`src/sv/skbs_pkg.sv`:
```
package skbs_pkg;

  localparam int unsigned MAX_ENTRIES_DEF = 64;
  localparam int unsigned KEY_BYTES_DEF   = 64;

  localparam int unsigned MODE_W     = 2;
  localparam int unsigned POS_W      = 6;
  localparam int unsigned WORD_IDX_W = 3;
  localparam int unsigned DATA_W     = 64;
  localparam int unsigned COUNT_W    = 7;

  localparam logic [MODE_W-1:0] MODE_LOAD = 2'd0;
  localparam logic [MODE_W-1:0] MODE_SORT = 2'd1;
  localparam logic [MODE_W-1:0] MODE_READ = 2'd2;

  typedef enum logic [2:0] {
    S_IDLE,
    S_RD_ISS,
    S_RD_EV,
    S_CMP_ISS,
    S_CMP_EV,
    S_ROT,
    S_POST
  } state_e;

  typedef enum logic [1:0] {
    CH_HOLD,
    CH_STEP,
    CH_ROT
  } chain_op_e;

  typedef struct packed {
    chain_op_e op;
    logic      swap;
  } chain_ctl_t;

  typedef struct packed {
    logic decided;
    logic swap;
  } cmp_res_t;

  // Compares one word of the string at the head against the same word of its neighbor.
  // On the first word an empty head always swaps and an empty neighbor never does.
  function automatic cmp_res_t word_cmp(logic [DATA_W-1:0] a, logic [DATA_W-1:0] b,
                                        logic first);
    cmp_res_t   res;
    logic [7:0] ca;
    logic [7:0] cb;
    res.decided = 1'b0;
    res.swap    = 1'b0;
    if (first && (a[DATA_W-1 -: 8] == 8'd0)) begin
      res.decided = 1'b1;
      res.swap    = 1'b1;
    end else if (first && (b[DATA_W-1 -: 8] == 8'd0)) begin
      res.decided = 1'b1;
      res.swap    = 1'b0;
    end else begin
      for (int k = 0; k < 8; k++) begin
        ca = a[DATA_W-1-8*k -: 8];
        cb = b[DATA_W-1-8*k -: 8];
        if (!res.decided) begin
          if (ca != cb) begin
            res.decided = 1'b1;
            res.swap    = (ca > cb);
          end else if (ca == 8'd0) begin
            res.decided = 1'b1;
            res.swap    = 1'b0;
          end
        end
      end
    end
    return res;
  endfunction

endpackage

```
`src/sv/skbs_cell.sv`:
```
module skbs_cell #(
  parameter int unsigned SLOT_W    = 6,
  parameter int unsigned INIT_SLOT = 0
) (
  input  logic                clk_i,
  input  logic                rst_ni,
  input  skbs_pkg::chain_op_e op_i,
  input  logic [SLOT_W-1:0]   right_i,
  input  logic [SLOT_W-1:0]   step_i,
  output logic [SLOT_W-1:0]   slot_o
);

  logic [SLOT_W-1:0] slot_q;
  logic [SLOT_W-1:0] slot_d;

  always_comb begin
    case (op_i)
      skbs_pkg::CH_STEP: slot_d = step_i;
      skbs_pkg::CH_ROT:  slot_d = right_i;
      default:           slot_d = slot_q;
    endcase
  end

  always_ff @(posedge clk_i or negedge rst_ni) begin
    if (!rst_ni) begin
      slot_q <= SLOT_W'(INIT_SLOT);
    end else begin
      slot_q <= slot_d;
    end
  end

  assign slot_o = slot_q;

endmodule

```
`src/sv/skbs_chain.sv`:
```
module skbs_chain #(
  parameter int unsigned MAX_ENTRIES = skbs_pkg::MAX_ENTRIES_DEF,
  parameter int unsigned SLOT_W      = $clog2(MAX_ENTRIES)
) (
  input  logic                 clk_i,
  input  logic                 rst_ni,
  input  skbs_pkg::chain_ctl_t ctl_i,
  input  logic [SLOT_W-1:0]    pick_idx_i,
  output logic [SLOT_W-1:0]    head_o,
  output logic [SLOT_W-1:0]    second_o,
  output logic [SLOT_W-1:0]    pick_o
);

  logic [SLOT_W-1:0] slot   [MAX_ENTRIES];
  logic [SLOT_W-1:0] step_v [MAX_ENTRIES];
  logic [SLOT_W-1:0] keep;
  logic [SLOT_W-1:0] out;

  // A compare step keeps the larger string at the head and sends the other to the tail.
  assign keep = ctl_i.swap ? slot[0] : slot[1];
  assign out  = ctl_i.swap ? slot[1] : slot[0];

  for (genvar i = 0; i < MAX_ENTRIES; i++) begin : g_cell
    localparam int unsigned RIGHT = (i + 1) % MAX_ENTRIES;
    if (i == 0) begin : g_head
      assign step_v[i] = keep;
    end else if (i == MAX_ENTRIES - 1) begin : g_tail
      assign step_v[i] = out;
    end else begin : g_mid
      assign step_v[i] = slot[RIGHT];
    end
    skbs_cell #(
      .SLOT_W    (SLOT_W),
      .INIT_SLOT (i)
    ) u_cell (
      .clk_i   (clk_i),
      .rst_ni  (rst_ni),
      .op_i    (ctl_i.op),
      .right_i (slot[RIGHT]),
      .step_i  (step_v[i]),
      .slot_o  (slot[i])
    );
  end

  assign head_o   = slot[0];
  assign second_o = slot[1];
  assign pick_o   = slot[pick_idx_i];

endmodule

```
`config.mk`:
```
export PLATFORM = sky130hd
export DESIGN_NAME = skbs_chain
export DESIGN_NICKNAME = d
export VERILOG_FILES = /design/src/sv/skbs_pkg.sv /design/src/sv/skbs_cell.sv /design/src/sv/skbs_chain.sv
export SDC_FILE = /design/constraint.sdc
export NUM_CORES = 1
export LEC_CHECK = 0
export ABC_AREA = 1
export BUFFER_PORTS_ARGS = -buffer_cell sky130_fd_sc_hd__buf_2
export CORE_ASPECT_RATIO = 1.75
export CORE_MARGIN = 2
export CORE_UTILIZATION = 65
export CTS_CLUSTER_DIAMETER = 60
export DETAILED_ROUTE_END_ITERATION = 10
export PLACE_DENSITY = 0.85
export SLEW_MARGIN = 20
export SYNTH_ARGS = -nofsm -noshare
export SYNTH_HDL_FRONTEND = slang
export SYNTH_HIERARCHICAL = 1
export SYNTH_SLANG_ARGS = --single-unit
```
`constraint.sdc`:
```
create_clock -name clk_i -period 3.89 [get_ports clk_i]
set_clock_uncertainty 0.15 [all_clocks]
set_input_delay 0.389 -clock clk_i [delete_from_list [all_inputs] [get_ports clk_i]]
set_output_delay 0.389 -clock clk_i [all_outputs]
set_load 0.005 [all_outputs]
```
Word level (Yosys, flattened, before mapping)
Index checks and enable logic that the tools add are counted.

storage, ports and cells
  memories kept = 0
  bits in latches = 0
  input bits = 11
  flip-flop bits (word level) = 384
  memory bits (writable) = 0
  memory bits (read-only) = 0
  word-level logic and storage cells = 79
  output and inout bits = 18

operators by class
  equal/unequal tests = 3
  reductions and logical operators = 3
  divide/modulo/power cells = 0
  mux-type cells = 7
  $add $sub $neg = 0
  $mul = 0
  $lt $le $gt $ge = 1
  shift operators = 0
  bitwise operators = 1

operators with widths
  operator              count
  $bmux W6 S6           1
  $mux W6               4
  $pmux W6 S2           2
  $ge A7 B7 Y1 const B  1
  $not A6 Y7            1
  $eq A2 B1 Y1 const B  1
  $eq A2 B2 Y1 const B  1
  $ne A2 B2 Y1 const B  1
  $reduce_and A2 Y1     1
  $reduce_bool A2 Y1    1
  $reduce_or A2 Y1      1

Longest topological paths before layout
  depth after elaboration = 4
  depth in mapped cells = 11
  gate-level depth less buffers = 9

By module
Netlist, hierarchy kept.

by module, submodules not included
  module                              cells an instance  times used  area each (um^2)  seq. area each (um^2)
  skbs_cell at g_cell[11].u_cell ...  52                 20          350.3             153.9
  skbs_cell at g_cell[15].u_cell ...  52                 15          351.6             155.1
  skbs_cell at g_cell[10].u_cell ...  52                 15          349.1             152.6
  skbs_chain                          928                1           3997.6            0.0
  skbs_cell at g_cell[31].u_cell ...  52                 6           352.8             156.4
  skbs_cell at g_cell[16].u_cell ...  52                 6           347.8             151.4
  skbs_cell at g_cell[63].u_cell      52                 1           354.1             157.7
  skbs_cell at g_cell[0].u_cell       52                 1           346.6             150.1

Worst setup path after synthesis
OpenSTA, ideal clock, no wires.

  path type = input -> output
  start = input port pick_idx_i[1]
  end = output port pick_o[2]
  cell stages on the path = 11
  required time = 3.351 ns
  path buffers = 3
  arrival time = 1.347 ns
  slack = 2.004 ns
  path through = buf_4 > inv_2 > buf_4 > buf_2 > nand3_1 > nand3_1 > nand2_1 > nand2_1 > nand3_1 > nand3_1 > nand2_1

between the ends
  cells in the longest elaborated chain, start to end = 4

ends and longest elaborated chain
  element                                     line              source
  start: declaration                          skbs_chain.sv:8   input logic [SLOT_W-1:0] pick_idx_i,
  $not A6 Y7 (not written as such)            skbs_chain.sv:47  assign pick_o = slot[pick_idx_i];
  $bmux W6 S6                                 skbs_chain.sv:47
  $mux W6 (not written as such) (2 in a row)  skbs_chain.sv:47
  end: declaration                            skbs_chain.sv:11  output logic [SLOT_W-1:0] pick_o

Every way passes these cells. The select of a mux whose other input is x is not followed.

Worst setup path in the final report
  start = input port pick_idx_i[0]
  end = output port pick_o[0]

The elaborated chain is that of the path after synthesis.

==> metrics.csv <==
stage;metric;value;unit
clock_network;tritoncts;built;
timing;hold_viol_final;0;
critical_path;startpoint_type;primary input;
critical_path;arrival;2.47;ns
die;die-area;42300;um2
detailed_routing;wire_per_inst;14.8;um
timing;setup-tns-final;0;ns
clock_network;clock_sinks;384;
yosys;synth_top_area_cell;nand2_1;
placed_design;port_buffers;28;
yosys;yosys-top-cells-count;nand2_1 (1964), inv_1 (842), nand3_1 (644);
final_layout;layout.nets;4338;
worst_hold_path;hold_class;in -> reg;
die;rows;97;
timing;finalSetupViolations;0;
yosys;synthArstFlopShare;100;%
yosys;synth_top_area_share;27.9;%
timing;min_period;3.01;ns
yosys;synth_ff_type;dfstp_2;
global_routing;grt_pass1_vias;25106;
yosys;synth_seq_area_share;37.3;%
critical_path;critical_path.max_stage_delay;0.41;ns
timing;min_period_over_period;77.5;%
timing;drv_slew;0;
power_and_ir_drop;peakVddDrop;0.509;mV
yosys;synth-seq-cells;384;
timing;rsz0062_at_grt;false;
final_layout;diodes;0;
final_layout;fillerInstances;3364;
power_and_ir_drop;leakagePower;16.8;nW
clock_network;insertion_delay;0.55;ns
die;ios;29;
detailed_routing;ant_nets;0;
clock_network;hold_buffers;1;
critical_path;cp.required;3.35;ns
yosys;synth_area_leaders;nand2_1 (28%), dfstp_2 (19%), dfrtp_1 (18%);
detailed_routing;drc;0;
final_layout;utilization;70.8;%
detailed_routing;drt_wl_total;70900;um
die;die_y;271;um
final_layout;largest_reg_flops;384;
run;cap_violations;0;
yosys;synth_cells;4256;
die;core-area;40100;um2
final_layout;drive_gt1_share;13.1;%
final_layout;multi_input_area;12500;um2
critical_path;cp-end-kind;output port;
placed_design;hpwl;49800;um
detailed_routing;num_vias;25474;
yosys;syn_nets;4331;
global_routing;grt_max_degree;193;
detailed_routing;viasPerCell;5.32;
timing;tightest_slew;1.08;ns
run_status;outcome;complete, no violations;
global_routing;grt_pass1_wl;118000;um
clock_network;clk_pin_slew_worst_paths;0.05;ns
yosys;syn-mean-instance-area;6.21;um2
detailed_routing;first_pass_iters;8;
clock_network;post_cts_resized;0;
clock_network;cts_setup_buffers;0;
critical_path;slowest_stage;inv_6;
final_layout;syn_to_final_growth;7.40;%
critical_path;crit_chain;buf_6 > inv_6 > buf_4 > nand2_1 > nand3_1 > nand3_1 > nand2_1 > nand2_1 > nand3_1 > nand3_1 > nand2_1 > buf_2;
critical_path;worstSetupPathType;in -> out;
final_layout;seq_area;9850;um2
die;start_util;66.0;%
clock_network;clk_root_buffer_cell;clkbuf_16;
yosys;yosysUniqueCellTypes;16;
critical_path;cp_max_fo;78;
yosys;yosysWarnings;6;
clock_network;clockBufferDepth;3;
detailed_routing;drt-initial-drc-count;1627;
yosys;synth_edf_count;0;
power_and_ir_drop;power_density;539;nW/um2
timing;slew_headroom;28.2;%
timing;fmax;0.332;GHz
die;dieWidth;156;um
clock_network;cts_max_level;2;
yosys;synth.most_common_cell;nand2_1;
clock_network;cts_made_buffers;40;
yosys;synthesis.area;26400;um2
global_routing;track_usage;34.3;%
global_routing;gr-total-overflow;0;
placed_design;gp_congestion;0.921;
global_routing;antenna_found_initial;0;
## cells in the final DEF, fill, tap and decap left out, drive strengths merged, types with 3 or more instances in the layout
cell	synthesis	final
ha	64	64
a21oi	6	6
nand3	708	708
clkinv	0	13
bufinv	0	3
nand2	2028	2028
o21ai	6	6
clkbuf	20	55
inv	972	972
nor2	6	6
dfstp	192	192
buf	62	46
dfrtp	192	192
## cell families after synthesis
kind of cell / count (synthesis) / share of synthesized area (%)
flip-flops: 384 / 37.3
AND/OR/NAND/NOR: 2742 / 44.1
buffers and inverters: 1054 / 15.3
AO/OA/AOI/OAI: 12 / 0.227
adder cells (fa/ha/maj): 64 / 3.03
## report_power, final
part           switching, mW  total (mW)  internal [mW]
Sequential              1.56        7.06           5.49
Clock                   1.67        3.96           2.29
Combinational           2.66        4.28           1.62
Total                   5.89        15.3           9.41
## worst max-delay path: cells and delay by family
family	cells	cell delay (ns)
AND/OR/NAND/NOR	8	0.98
buffers and inverters	4	1.05
## worst paths after layout
path / from / to / slack [ns] / depth (start not counted)
setup reg to reg: g_cell[1].u_cell/slot_o[0] / g_cell[0].u_cell/slot_o[0] / 2.66 / 6
max in group asynchronous: rst_ni / g_cell[31].u_cell/slot_o[2] / 2.39 / 3
setup / recovery: pick_idx_i[0] / pick_o[0] / 0.88 / 12
min in group asynchronous: rst_ni / g_cell[49].u_cell/slot_o[1] / 0.27 / 2
hold reg to reg: g_cell[21].u_cell/slot_o[0] / g_cell[21].u_cell/slot_o[0] / 0.33 / 2
hold / removal: ctl_i[0] / g_cell[63].u_cell/slot_o[0] / 0.26 / 7
## area by class of cell
cell class	instances	share of cell area, %
clock buffers	55	4.08
clock inverters	17	0.617
inverters	972	12.9
multi-input cells	2818	44.1
flip-flops and latches	384	34.7
well taps	495	2.18
repair buffers	47	1.40
## layer usage
layer  wire length, um  part of all wire [%]  vias to the layer above  track usage [%]
li1                  -                     -                    12653                -
met1             25900                    37                    11636             36.6
met2             36500                    51                      847             62.3
met3              3130                   4.4                      338             3.97
met4              5390                   7.6                        0             23.2
met5                 0                     0                        -                0
## per-stage QoR
step / instance area, um2 / std cells / hold slack, ns / worst slack (ns) / total power, mW
after floorplan: 26400 / 4256 / -0.0566 / 2.00 / 9.76
after global placement: 27000 / 4715 / 0.273 / 0.971 / 11.1
after detailed placement: 27000 / 4715 / 0.277 / 0.989 / 11.2
after CTS: 28400 / 4788 / 0.245 / 0.972 / 15.3
after global routing: 28400 / 4788 / 0.338 / 0.756 / 16.4
final: 28400 / 4788 / 0.265 / 0.877 / 15.3
(Power assumes the default switching activity.)
